## src/hdl/smad_pkg.sv

```systemverilog
// ----------------------------------------------------------------------------
// Sliding median absolute deviation package
// Fixed widths, register map and the control bundles passed between the
// cell row, the summing tree and the top level.
// ----------------------------------------------------------------------------
package smad_pkg;

    // Fixed widths of the result word and of the configuration port.
    localparam int COST_W   = 38;
    localparam int MEDIAN_W = 32;
    localparam int WSIZE_W  = 7;
    localparam int PDATA_W  = 32;
    localparam int PADDR_W  = 3;

    // Register map, indexed by word address.
    localparam logic REG_WINDOW_SIZE = 1'b0;

    // Window size after reset.
    localparam logic [WSIZE_W-1:0] WSIZE_RESET = 7'd3;

    // Per-cycle command broadcast to every cell of the row.
    typedef struct packed {
        logic evict;   // drop the oldest sample and close the gap
        logic insert;  // open a slot and place the new sample
    } smad_cell_ctl_t;

    // Control of the summing tree.
    typedef struct packed {
        logic advance; // every stage moves on by one
        logic tag;     // the word entering the leaves gives a result
    } smad_tree_ctl_t;

endpackage

```

## src/hdl/smad_cell.sv

```systemverilog
// ----------------------------------------------------------------------------
// Sorted window cell
// Holds one sample and its age. Closes up on eviction, opens up on insertion
// and gives its absolute deviation from the median.
// ----------------------------------------------------------------------------
module smad_cell
    import smad_pkg::*;
#(
    parameter int SAMPLE_BITS = 32,
    parameter int AGE_W       = 6,
    parameter int CNT_W       = 7,
    parameter int INDEX       = 0
)
(
    input  logic                   clk,
    input  smad_cell_ctl_t         ctl,
    input  logic [CNT_W-1:0]       fill,
    input  logic [AGE_W-1:0]       last_age,
    input  logic [CNT_W-1:0]       med_idx,
    input  logic [SAMPLE_BITS-1:0] sample,
    input  logic [SAMPLE_BITS-1:0] key_value,
    input  logic [AGE_W-1:0]       key_age,
    input  logic [SAMPLE_BITS-1:0] median,
    input  logic [SAMPLE_BITS-1:0] up_value,
    input  logic [AGE_W-1:0]       up_age,
    input  logic [SAMPLE_BITS-1:0] dn_value,
    input  logic [AGE_W-1:0]       dn_age,
    input  logic                   dn_greater,
    output logic [SAMPLE_BITS-1:0] value,
    output logic [AGE_W-1:0]       age,
    output logic                   greater,
    output logic                   oldest,
    output logic [SAMPLE_BITS-1:0] sel_value,
    output logic [SAMPLE_BITS-1:0] dev
);

    logic [SAMPLE_BITS-1:0] value_reg;
    logic [SAMPLE_BITS-1:0] value_next;
    logic [AGE_W-1:0]       age_reg;
    logic [AGE_W-1:0]       age_next;
    logic                   live;
    logic                   key_below;

    // The cell holds a sample when its place lies below the fill count.
    assign live = CNT_W'(INDEX) < fill;

    // The oldest sample is the one whose age reached the window length less one.
    assign oldest = live && (age_reg == last_age);

    // Order is by value, then older first, so the evicted key splits the row.
    assign key_below = (key_value < value_reg) ||
                       ((key_value == value_reg) && (key_age > age_reg));

    // The new sample goes in front of the first larger or empty cell.
    assign greater = !live || (value_reg > sample);

    // Next contents: close the gap, or open one and shift up.
    always_comb
    begin
        value_next = value_reg;
        age_next   = age_reg;
        if (ctl.evict)
        begin
            if (oldest || key_below)
            begin
                value_next = up_value;
                age_next   = up_age;
            end
        end
        else if (ctl.insert)
        begin
            if (dn_greater)
            begin
                value_next = dn_value;
                age_next   = dn_age + 1'b1;
            end
            else if (greater)
            begin
                value_next = sample;
                age_next   = '0;
            end
            else
            begin
                age_next = age_reg + 1'b1;
            end
        end
    end

    always_ff @(posedge clk)
    begin
        value_reg <= value_next;
        age_reg   <= age_next;
    end

    // Median pick and absolute deviation from the broadcast median.
    assign sel_value = (CNT_W'(INDEX) == med_idx) ? value_reg : '0;

    always_comb
    begin
        if (!live)
        begin
            dev = '0;
        end
        else if (value_reg >= median)
        begin
            dev = value_reg - median;
        end
        else
        begin
            dev = median - value_reg;
        end
    end

    assign value = value_reg;
    assign age   = age_reg;

endmodule

```

## config.mk

```make
export PLATFORM = sky130hd
export DESIGN_NAME = smad_cell
export DESIGN_NICKNAME = d
export VERILOG_FILES = /design/src/hdl/smad_pkg.sv /design/src/hdl/smad_cell.sv
export SDC_FILE = /design/constraint.sdc
export NUM_CORES = 1
export LEC_CHECK = 0
export BUFFER_PORTS_ARGS = -buffer_cell sky130_fd_sc_hd__buf_2
export CAP_MARGIN = 20
export CORE_MARGIN = 10
export CORE_UTILIZATION = 44
export CTS_BUF_LIST = sky130_fd_sc_hd__clkbuf_16
export DETAILED_ROUTE_END_ITERATION = 16
export PLACE_DENSITY = 0.84
export SYNTH_ARGS = -nofsm -noshare
export SYNTH_HDL_FRONTEND = slang
export SYNTH_SLANG_ARGS = --single-unit
export TNS_END_PERCENT = 20
```

## constraint.sdc

```tcl
create_clock -name clk -period 8.2 [get_ports clk]
set_input_delay 0.41 -clock clk [delete_from_list [all_inputs] [get_ports clk]]
set_output_delay 0.41 -clock clk [all_outputs]
set_load 0.05 [all_outputs]
```

==> results.ini, run 1 <==
[sta]
fin_skew_ns = 0.00593
period_minus_slack_ns = 5.23
max_slew.worst_pin.slew_ns = 0.753
rsz0062_at_grt = no
setup_viol = 0
drv_slew = 0
hold_viol_final = 0
slew_headroom_pct = 49.4
fin_crit_sh_pct = 63.7
hold_ws_ns = 0.406
fmax_ghz = 0.191
finalWorstSetupSlack_ns = 2.97
tns_ns = 0

[die]
initial_utilization_pct = 44.4
rows = 49
core_area_um2 = 17900
num_io_pins = 306
die-height_um = 154
dieWidth_um = 154
die_area_um2 = 23900

[worst_setup_path]
crit_path_end = dev[3]
cp_max_fo = 21
r2r_slack_ns = 4.76
r2r_start = value[29]$_DFFE_PP_
crit_type = flop to output pin
timing.critical_path.from = value[0]$_DFFE_PP_
r2r_end = value[1]$_DFFE_PP_
ff2ff_path_depth = 9
start_kind = flop
required_ns = 7.79
endpoint_kind = output pin
cp.arrival_ns = 4.82

[yosys]
synth.area.mux_share_pct = 6.87
synth_top_family_by_area = compound AO/OA/AOI/OAI gates
ys_warn_count = 0
synthArstFlopShare_pct = 0
synth-seq-area-share_pct = 14.3
synthSimpleGateAreaFrac_pct = 18.6
synth_fa_ha_area_share_pct = 21.7
synthCells = 1041
synth_edf_count = 38
synthXorXnorAreaFrac_pct = 3.74
synth_fp_nets = 1380
synth-compound-area-share_pct = 25.5
synth-main-ff-cell = edfxtp_1
avgSynthCellArea_um2 = 7.64
syn_area_um2 = 7960
ys_seq_elements = 38
ys_types = 65

[placement]
port_buffers = 305
hpwl_um = 26500
gp_congestion = 0.982
dp_slack_ns = 3.34

[clock_network]
clk_latency_ns = 0.28
numCtsBuffers = 5
cts_root_buf = clkbuf_16
clkTransAtPathRegs_ns = 0.06
ctsResizeCount = 0
post-cts-setup-buffer-count = 0
ctsHoldBuffers = 0
tritoncts = yes
cts.sinks = 38
htreeDepth = 2
clock_path_buffers = 2

[grt]
grt_pass1_wl_um = 47200
grt_overflow_total = 0
antenna_found_initial = 3
track_usage_pct = 24.2
grt_max_degree = 74
grt_pass1_vias = 8929

[worst_hold_path]
hold_class = primary input to flop

[routing]
drtAntennaViolNets = 0
dr.pass1.iters = 5
drt_iter0_drc = 732
drcViolationCount = 0
num_vias = 8916
wire_per_inst_um = 20.1
wirelength_um = 31000
via_per_inst = 5.79

[power]
peakVddDrop_mv = 0.179
power_frac_seq_pct = 16.0
clockPowerShare_pct = 12.9
total_power_uw = 1930
pwr-share-comb_pct = 71.0
p_leak_uw = 0.00526
sw_frac_of_total_pct = 55.4
powerDensity_nw_per_um2 = 198
switchingPower_uw = 1070
internal_power_uw = 861

[run]
maxCapViolCount = 0

[status]
status = completed

[final_layout]
nets = 1647
areaGrowthSynthToFinish_pct = 22.6
drive_above_1_share_pct = 26.5
largest_register_ffs = 32

## layer usage
metal | vias to the layer above | global-route usage [%] | routed length [µm]
met3 | 70 | 3.99 | 2360
met2 | 447 | 43.3 | 15500
li1 | 4229 | - | -
met1 | 4168 | 28.6 | 12200
met5 | - | 0 | 7
met4 | 2 | 8.05 | 923
## logic make-up after synthesis
logic type               count (synthesis)
buffers and inverters                  172
AO/OA/AOI/OAI                          316
adder cells (fa/ha/maj)                137
flip-flops                              38
AND/OR/NAND/NOR                        290
XOR/XNOR                                34
multiplexers                            54
## cell usage after synthesis (all sizes together), types with 6 or more instances
cell type	instances	area (µm²)
ha	135	1690
inv	120	450
a21oi	92	490
o21ai	88	444
nand2	76	285
nor2	56	210
mux2i	49	490
a21o	48	360
edfxtp	38	1140
and2	36	225
buf	27	186
nand4	26	163
clkbuf	25	93.8
xnor2	22	193
nor2b	18	113
o21a	18	135
nor3	17	95.1
nand3	16	80.1
a211oi	12	95.1
o21bai	12	90.1
xor2	12	105
nand2b	11	68.8
and3	9	56.3
o211ai	8	60.1
or2	6	37.5
or4	6	48.8
## power groups by stage
stage	Combinational, µW	Clock (µW)	Sequential, µW
6_report	1370	250	309
4_1_cts	1360	252	309
2_1_floorplan	943	0	381
3_3_place_gp	1340	0	311
5_1_grt	1470	259	314
3_5_place_dp	1360	0	312
## worst max-delay path: stages, from the launching register on
cell	delay, ns
edfxtp_1	0.44
inv_1	0.12
ha_1	0.19
inv_1	0.07
fa_1	0.40
nand3_1	0.14
a21oi_1	0.10
o41a_1	0.42
or4_4	0.55
a21oi_4	0.54
buf_4	0.41
mux2_2	0.37
o21ai_1	0.19
a21boi_1	0.10
nor3b_2	0.20
buf_2	0.30
## per-stage QoR
stage                     cells  util [%]  area [µm²]
after floorplan            1041         -        7960
after global placement     1529      53.4        9550
after detailed placement   1530      53.4        9560
after CTS                  1538      54.5        9750
after global routing       1539      54.5        9750
final                      1540      54.5        9750
## how the worst min path moves through the flow
stage,startpoint,endpoint,slack [ns],cells past startpoint
after global placement,up_value[6],value[6]$_DFFE_PP_,0.69,3
after CTS,up_value[10],value[10]$_DFFE_PP_,0.40,3
final,up_value[12],value[12]$_DFFE_PP_,0.41,3
after detailed placement,up_value[10],value[10]$_DFFE_PP_,0.69,3
after floorplan,up_age[1],age[1]$_DFFE_PP_,0.60,1
after global routing,up_value[12],value[12]$_DFFE_PP_,0.41,3
## placed cells by master, fill, tap and decap left out, types with 26 or more instances in the layout
cell type	n
a21o_1	48
a21oi_1	88
and2_1	36
buf_2	305
edfxtp_1	38
ha_1	135
inv_1	120
mux2i_1	49
nand2_1	76
nand4_1	26
nor2_1	56
o21ai_0	79
## cell type report
class                   instances  area [µm²]
clock buffers                   5         125
inverters                     120         450
flip-flops and latches         38        1140
multi-input cells             831        6100
clock inverters                 3        63.8
diodes                          2        5.00
repair buffers                312        1580
well taps                     229         287
fillers                      1695        8150
Power figures use the tool's default switching activity.
==> run 2, diff against run 1 <==
--- a/config.mk
+++ b/config.mk
@@ -11,7 +11,7 @@
 export CORE_UTILIZATION = 44
 export CTS_BUF_LIST = sky130_fd_sc_hd__clkbuf_16
 export DETAILED_ROUTE_END_ITERATION = 16
-export PLACE_DENSITY = 0.84
+export PLACE_DENSITY = 0.87
 export SYNTH_ARGS = -nofsm -noshare
 export SYNTH_HDL_FRONTEND = slang
 export SYNTH_SLANG_ARGS = --single-unit
==> constraint.sdc (replaced) <==
create_clock -name clk -period 4.34 [get_ports clk]
set_input_delay 0.217 -clock clk [delete_from_list [all_inputs] [get_ports clk]]
set_output_delay 0.217 -clock clk [all_outputs]
set_load 0.05 [all_outputs]
==> results.ini, run 2 (synthesis gave the netlist of run 1 again) <==
[die]
initial_utilization_pct = 44.4  ; unchanged
die-height_um = 154  ; unchanged
dieWidth_um = 154  ; unchanged
core_area_um2 = 17900  ; unchanged
die_area_um2 = 23900  ; unchanged
num_io_pins = 306  ; unchanged
rows = 49  ; unchanged

[routing]
wire_per_inst_um = 20.4  ; +1.2%
drt_iter0_drc = 753  ; +2.9%
drtAntennaViolNets = 0  ; unchanged
via_per_inst = 5.75  ; -0.63%
drcViolationCount = 0  ; unchanged
dr.pass1.iters = 5  ; unchanged
num_vias = 9044  ; +1.4%
wirelength_um = 32000  ; +3.3%

[status]
status = completed

[clock_network]
cts.sinks = 38  ; unchanged
htreeDepth = 2  ; unchanged
cts_root_buf = clkbuf_16
clk_latency_ns = 0.28  ; about the same
clkTransAtPathRegs_ns = 0.06  ; about the same
numCtsBuffers = 5  ; unchanged
clock_path_buffers = 2  ; unchanged
tritoncts = yes

[sta]
drv_slew = 0  ; unchanged
hold_viol_final = 0  ; unchanged
hold_ws_ns = 0.214  ; -0.193 ns
setup_viol = 0  ; unchanged
slew_headroom_pct = 57.2  ; +7.8 points
max_slew.worst_pin.slew_ns = 0.642  ; -0.111 ns
rsz0062_at_grt = yes
fmax_ghz = 0.239
fin_skew_ns = 0.00642  ; +0.000492 ns
period_minus_slack_ns = 4.19
finalWorstSetupSlack_ns = 0.153  ; -2.82 ns
fin_crit_sh_pct = 96.5

[worst_hold_path]
hold_class = primary input to flop
holdCritStartpoint = up_age[1]
worstHoldEndpoint = age[1]$_DFFE_PP_
holdPathStages = 2  ; -1

[worst_setup_path]
r2r_slack_ns = 1.11  ; -3.65 ns
required_ns = 4.12  ; -3.67 ns
ff2ff_path_depth = 9  ; unchanged
cp_slowest_stage_delay_ns = 0.49  ; -0.06 ns
crit_chain = inv_1 -> ha_1 -> nand4_1 -> or2_1 -> nor4_1 -> o21a_1 -> a21oi_4 -> buf_8 -> a32o_2 -> o31a_1 -> a21o_1 -> a21oi_1 -> buf_12
endpoint_kind = output pin
start_kind = flop
cp.arrival_ns = 3.97  ; -0.85 ns
cp_max_fo = 14  ; -33%
crit_type = flop to output pin
r2r_end = value[27]$_DFFE_PP_
r2r_start = value[31]$_DFFE_PP_
slowest_stage = ha_1
timing.critical_path.from = value[21]$_DFFE_PP_

[final_layout]
utilization_pct = 57.1  ; +2.6 points
largest_register_ffs = 32  ; unchanged
areaGrowthSynthToFinish_pct = 28.5
nets = 1680  ; +2.0%
drive_above_1_share_pct = 29.1  ; +2.6 points
layout_commonest_cell = buf_2
layout_common_cells = buf_2 (294), ha_1 (133), inv_1 (120), a21oi_1 (87), o21ai_0 (79)
final_area_um2 = 10200  ; +4.8%

[grt]
grt_overflow_total = 0  ; unchanged
track_usage_pct = 25.3  ; +1.1 points
antenna_found_initial = 1  ; -2
grt_max_degree = 73  ; -1.4%
grt_pass1_vias = 9217  ; +3.2%
grt_pass1_wl_um = 49500  ; +4.8%

[placement]
dp_slack_ns = 0.213  ; -3.12 ns
hpwl_um = 27700  ; +4.7%
gp_congestion = 0.995  ; +1.3%
port_buffers = 305  ; unchanged
place_area_um2 = 9960  ; +4.2%

[power]
powerDensity_nw_per_um2 = 387  ; +95%
peakVddDrop_mv = 0.415  ; +130%
total_power_uw = 3950  ; +100%
p_leak_uw = 0.00549  ; +4.3%

[run]
maxCapViolCount = 0  ; unchanged

==> run 2: how the worst max path moves through the flow <==
stage | end | slack [ns] | depth (start not counted)
floorplan | dev[30] | -0.05 | 13
global placement | dev[30] | 0.32 | 14
detailed placement | dev[30] | 0.21 | 14
CTS | dev[20] | 0.005 | 15
global route | dev[5] | -0.02 | 12
finish | dev[28] | 0.15 | 13
==> run 2: report_power, final <==
group          switching [µW]  leakage (µW)  internal, µW
Combinational            1890       0.00502          1060
Sequential               63.5      0.000379           477
Clock                     139     0.0000915           327
==> run 2: critical path: cells and delay by family (launching register included) <==
kind	cells	cell delay, ns
adder cells (fa/ha/maj)	1	0.49
AND/OR/NAND/NOR	3	0.99
flip-flops	1	0.40
buffers and inverters	3	0.45
AO/OA/AOI/OAI	6	1.36
==> run 2: metal layers <==
layer  vias up  track usage, %  routed length, µm
li1       4292               -                  -
met1      4237            31.6              13300
met2       450            44.0              15600
met3        65            3.83               2300
met4         0            7.29                859
met5         -               0                  0
==> run 2: area by class of cell <==
cell class	count	area, µm²
Fill cell	1690	7680
Multi-Input combinational cell	831	6140
Timing Repair Buffer	345	2010
Sequential cell	38	1140
Inverter	120	450
Tap cell	229	287
Clock buffer	5	125
Clock inverter	3	63.8
Antenna cell	1	2.50
==> run 2: metrics by stage <==
step                cells  setup TNS (ns)
finish               1572               0
global route         1572         -0.0338
CTS                  1569               0
detailed placement   1561               0
global placement     1561               0
floorplan            1041         -0.0527
==> run 2: what timing repair did <==
item | in CTS | in global routing
hold buffers | 0 | 0
setup buffers | 0 | 2
endpoints found under the setup margin | 2 | 13
pin swaps | 0 | 3
gates resized for setup | 2 | 11
==> run 3, diff against run 2 <==
--- a/config.mk
+++ b/config.mk
@@ -11,7 +11,7 @@
 export CORE_UTILIZATION = 44
 export CTS_BUF_LIST = sky130_fd_sc_hd__clkbuf_16
 export DETAILED_ROUTE_END_ITERATION = 16
-export PLACE_DENSITY = 0.87
+export PLACE_DENSITY = 0.84
 export SYNTH_ARGS = -nofsm -noshare
 export SYNTH_HDL_FRONTEND = slang
 export SYNTH_SLANG_ARGS = --single-unit
==> constraint.sdc (replaced) <==
create_clock -name clk -period 4.94 [get_ports clk]
set_input_delay 0.247 -clock clk [delete_from_list [all_inputs] [get_ports clk]]
set_output_delay 0.247 -clock clk [all_outputs]
set_load 0.05 [all_outputs]
==> results.ini, run 3 (synthesis gave the netlist of run 1 again) <==
[power]
internal_power_uw = 1340  ; -28%
p_leak_uw = 0.00527  ; -4.1%
peakVddDrop_mv = 0.313  ; -25%
pwr-share-comb_pct = 73.6  ; -0.9 points
power_frac_seq_pct = 16.5  ; +2.8 points
switchingPower_uw = 1770  ; -15%
powerDensity_nw_per_um2 = 319  ; -17%
sw_frac_of_total_pct = 57.0  ; +4.1 points
clockPowerShare_pct = 9.9  ; -1.9 points

[clock_network]
cts_root_buf = clkbuf_16
clk_latency_ns = 0.28  ; about the same
post-cts-setup-buffer-count = 0  ; unchanged
htreeDepth = 2  ; unchanged
clkTransAtPathRegs_ns = 0.06  ; about the same
numCtsBuffers = 5  ; unchanged
clock_path_buffers = 2  ; unchanged
cts.sinks = 38  ; unchanged
ctsHoldBuffers = 0  ; unchanged
tritoncts = yes
ctsResizeCount = 0  ; -2

[sta]
rsz0062_at_grt = no
finalWorstSetupSlack_ns = 0.376  ; +0.222 ns
fmax_ghz = 0.219
slew_headroom_pct = 39.4  ; -18 points
max_slew.worst_pin.slew_ns = 0.906  ; +0.264 ns
tns_ns = 0  ; unchanged
drv_slew = 0  ; unchanged
period_minus_slack_ns = 4.56
fin_crit_sh_pct = 92.4
fin_skew_ns = 0.00508  ; -0.00135 ns
setup_viol = 0  ; unchanged
hold_viol_final = 0  ; unchanged

[grt]
gr-usage-met3_pct = 4.83  ; +1.0 points
antenna_found_initial = 0  ; -1
grt_max_degree = 74  ; +1.4%
track_usage_pct = 24.0  ; -1.3 points
use_met1_pct = 29.0  ; -2.5 points
grt_pass1_wl_um = 47100  ; -4.8%
grt_overflow_total = 0  ; unchanged
grt_pass1_vias = 8883  ; -3.6%
grt_busiest_layer = met2
use_met2_pct = 40.6  ; -3.4 points

[routing]
drcViolationCount = 0  ; unchanged
dr.pass1.iters = 5  ; unchanged
wirelength_um = 30800  ; -4.0%
via_per_inst = 5.72  ; -0.61%
drt_iter0_drc = 693  ; -8.0%
num_vias = 8812  ; -2.6%
drtAntennaViolNets = 0  ; unchanged
wire_per_inst_um = 20.0  ; -2.0%

[worst_setup_path]
crit_chain = inv_1 -> ha_1 -> inv_1 -> fa_1 -> nand3_1 -> a21oi_1 -> o41a_1 -> or4_4 -> a21oi_4 -> buf_4 -> mux2i_1 -> nor3_1 -> o21a_1 -> nor3_2 -> buf_2
ff2ff_path_depth = 12  ; +3
crit_top_cell = inv_1
cp_slowest_stage_delay_ns = 0.54  ; +0.05 ns
endpoint_kind = output pin
start_kind = flop
slowest_stage = or4_4
crit_type = flop to output pin
required_ns = 4.69  ; +0.57 ns
cp.arrival_ns = 4.32  ; +0.35 ns
cp_max_fo = 11  ; -3

[placement]
placed_cells = 1532  ; -1.9%
port_buffers = 305  ; unchanged
dp_slack_ns = 0.689  ; +0.476 ns
gp_congestion = 0.991  ; -0.37%
hpwl_um = 26400  ; -4.8%

[die]
core_area_um2 = 17900  ; unchanged
dieWidth_um = 154  ; unchanged
die_area_um2 = 23900  ; unchanged
die-height_um = 154  ; unchanged
rows = 49  ; unchanged
num_io_pins = 306  ; unchanged
initial_utilization_pct = 44.4  ; unchanged

[final_layout]
layout_commonest_cell = buf_2
layout_common_cells = buf_2 (305), ha_1 (135), inv_1 (121), a21oi_1 (88), o21ai_0 (79)
insertedDiodeCount = 0  ; -1
largest_register_ffs = 32  ; unchanged
nets = 1650  ; -1.8%
drive_above_1_share_pct = 26.6  ; -2.5 points
areaGrowthSynthToFinish_pct = 22.5
final_cells = 1541  ; -2.0%

[status]
status = completed

[worst_hold_path]
holdPathStages = 3  ; +1
hold_class = primary input to flop

[run]
maxCapViolCount = 0  ; unchanged

[run 3: cell types whose count changed in the layout (fill, tap and decap cells not counted), moves of 2 or more]
cell / previous run / this run
bufinv_16: 2 / 0
mux2i_1: 47 / 49
mux2i_2: 2 / 0
buf_12: 10 / 2
ha_2: 2 / 0
buf_2: 294 / 305
ha_1: 133 / 135
buf_4: 39 / 8
[run 3: final cells by class]
class	instances	area [µm²]
multi-input cells	831	6100
fillers	1730	8160
flip-flops and latches	38	1140
clock buffers	5	125
clock inverters	3	12.5
well taps	229	287
inverters	120	450
repair buffers	315	1630
[run 3: worst paths after layout]
kind / startpoint / slack, ns / endpoint
hold reg to reg: age[0]$_DFFE_PP_ / 0.83 / age[0]$_DFFE_PP_
hold / removal: up_value[13] / 0.25 / value[13]$_DFFE_PP_
setup reg to reg: value[1]$_DFFE_PP_ / 1.30 / value[11]$_DFFE_PP_
setup / recovery: value[0]$_DFFE_PP_ / 0.38 / dev[26]
[run 3: routing by layer]
metal	up-vias	share of wire (%)
met4	0	4.1
met5	-	0
met1	4058	41
met3	75	7.9
li1	4231	-
met2	448	47
[run 3: power groups by stage]
stage	clock, µW	sequential (µW)	combinational [µW]
3_3_place_gp	0	515	2250
5_1_grt	319	520	2470
2_1_floorplan	0	631	1570
4_1_cts	309	512	2270
6_report	308	513	2290
3_5_place_dp	0	518	2270
[run 3: metrics by stage]
step	instance area [µm²]	hold slack, ns	util, %	total power [µW]
6_report	9740	0.246	54.4	3110
5_1_grt	9740	0.253	54.4	3300
4_1_cts	9720	0.243	54.3	3090
3_5_place_dp	9590	0.531	53.6	2780
3_3_place_gp	9590	0.527	53.6	2760
2_1_floorplan	7960	0.433	-	2200
[run 3: critical path: cells and delay by family (launching register included)]
family | cells | cell delay (ns)
AO/OA/AOI/OAI | 4 | 1.03
adder cells (fa/ha/maj) | 2 | 0.58
buffers and inverters | 4 | 0.73
flip-flops | 1 | 0.45
multiplexers | 1 | 0.38
AND/OR/NAND/NOR | 4 | 0.87
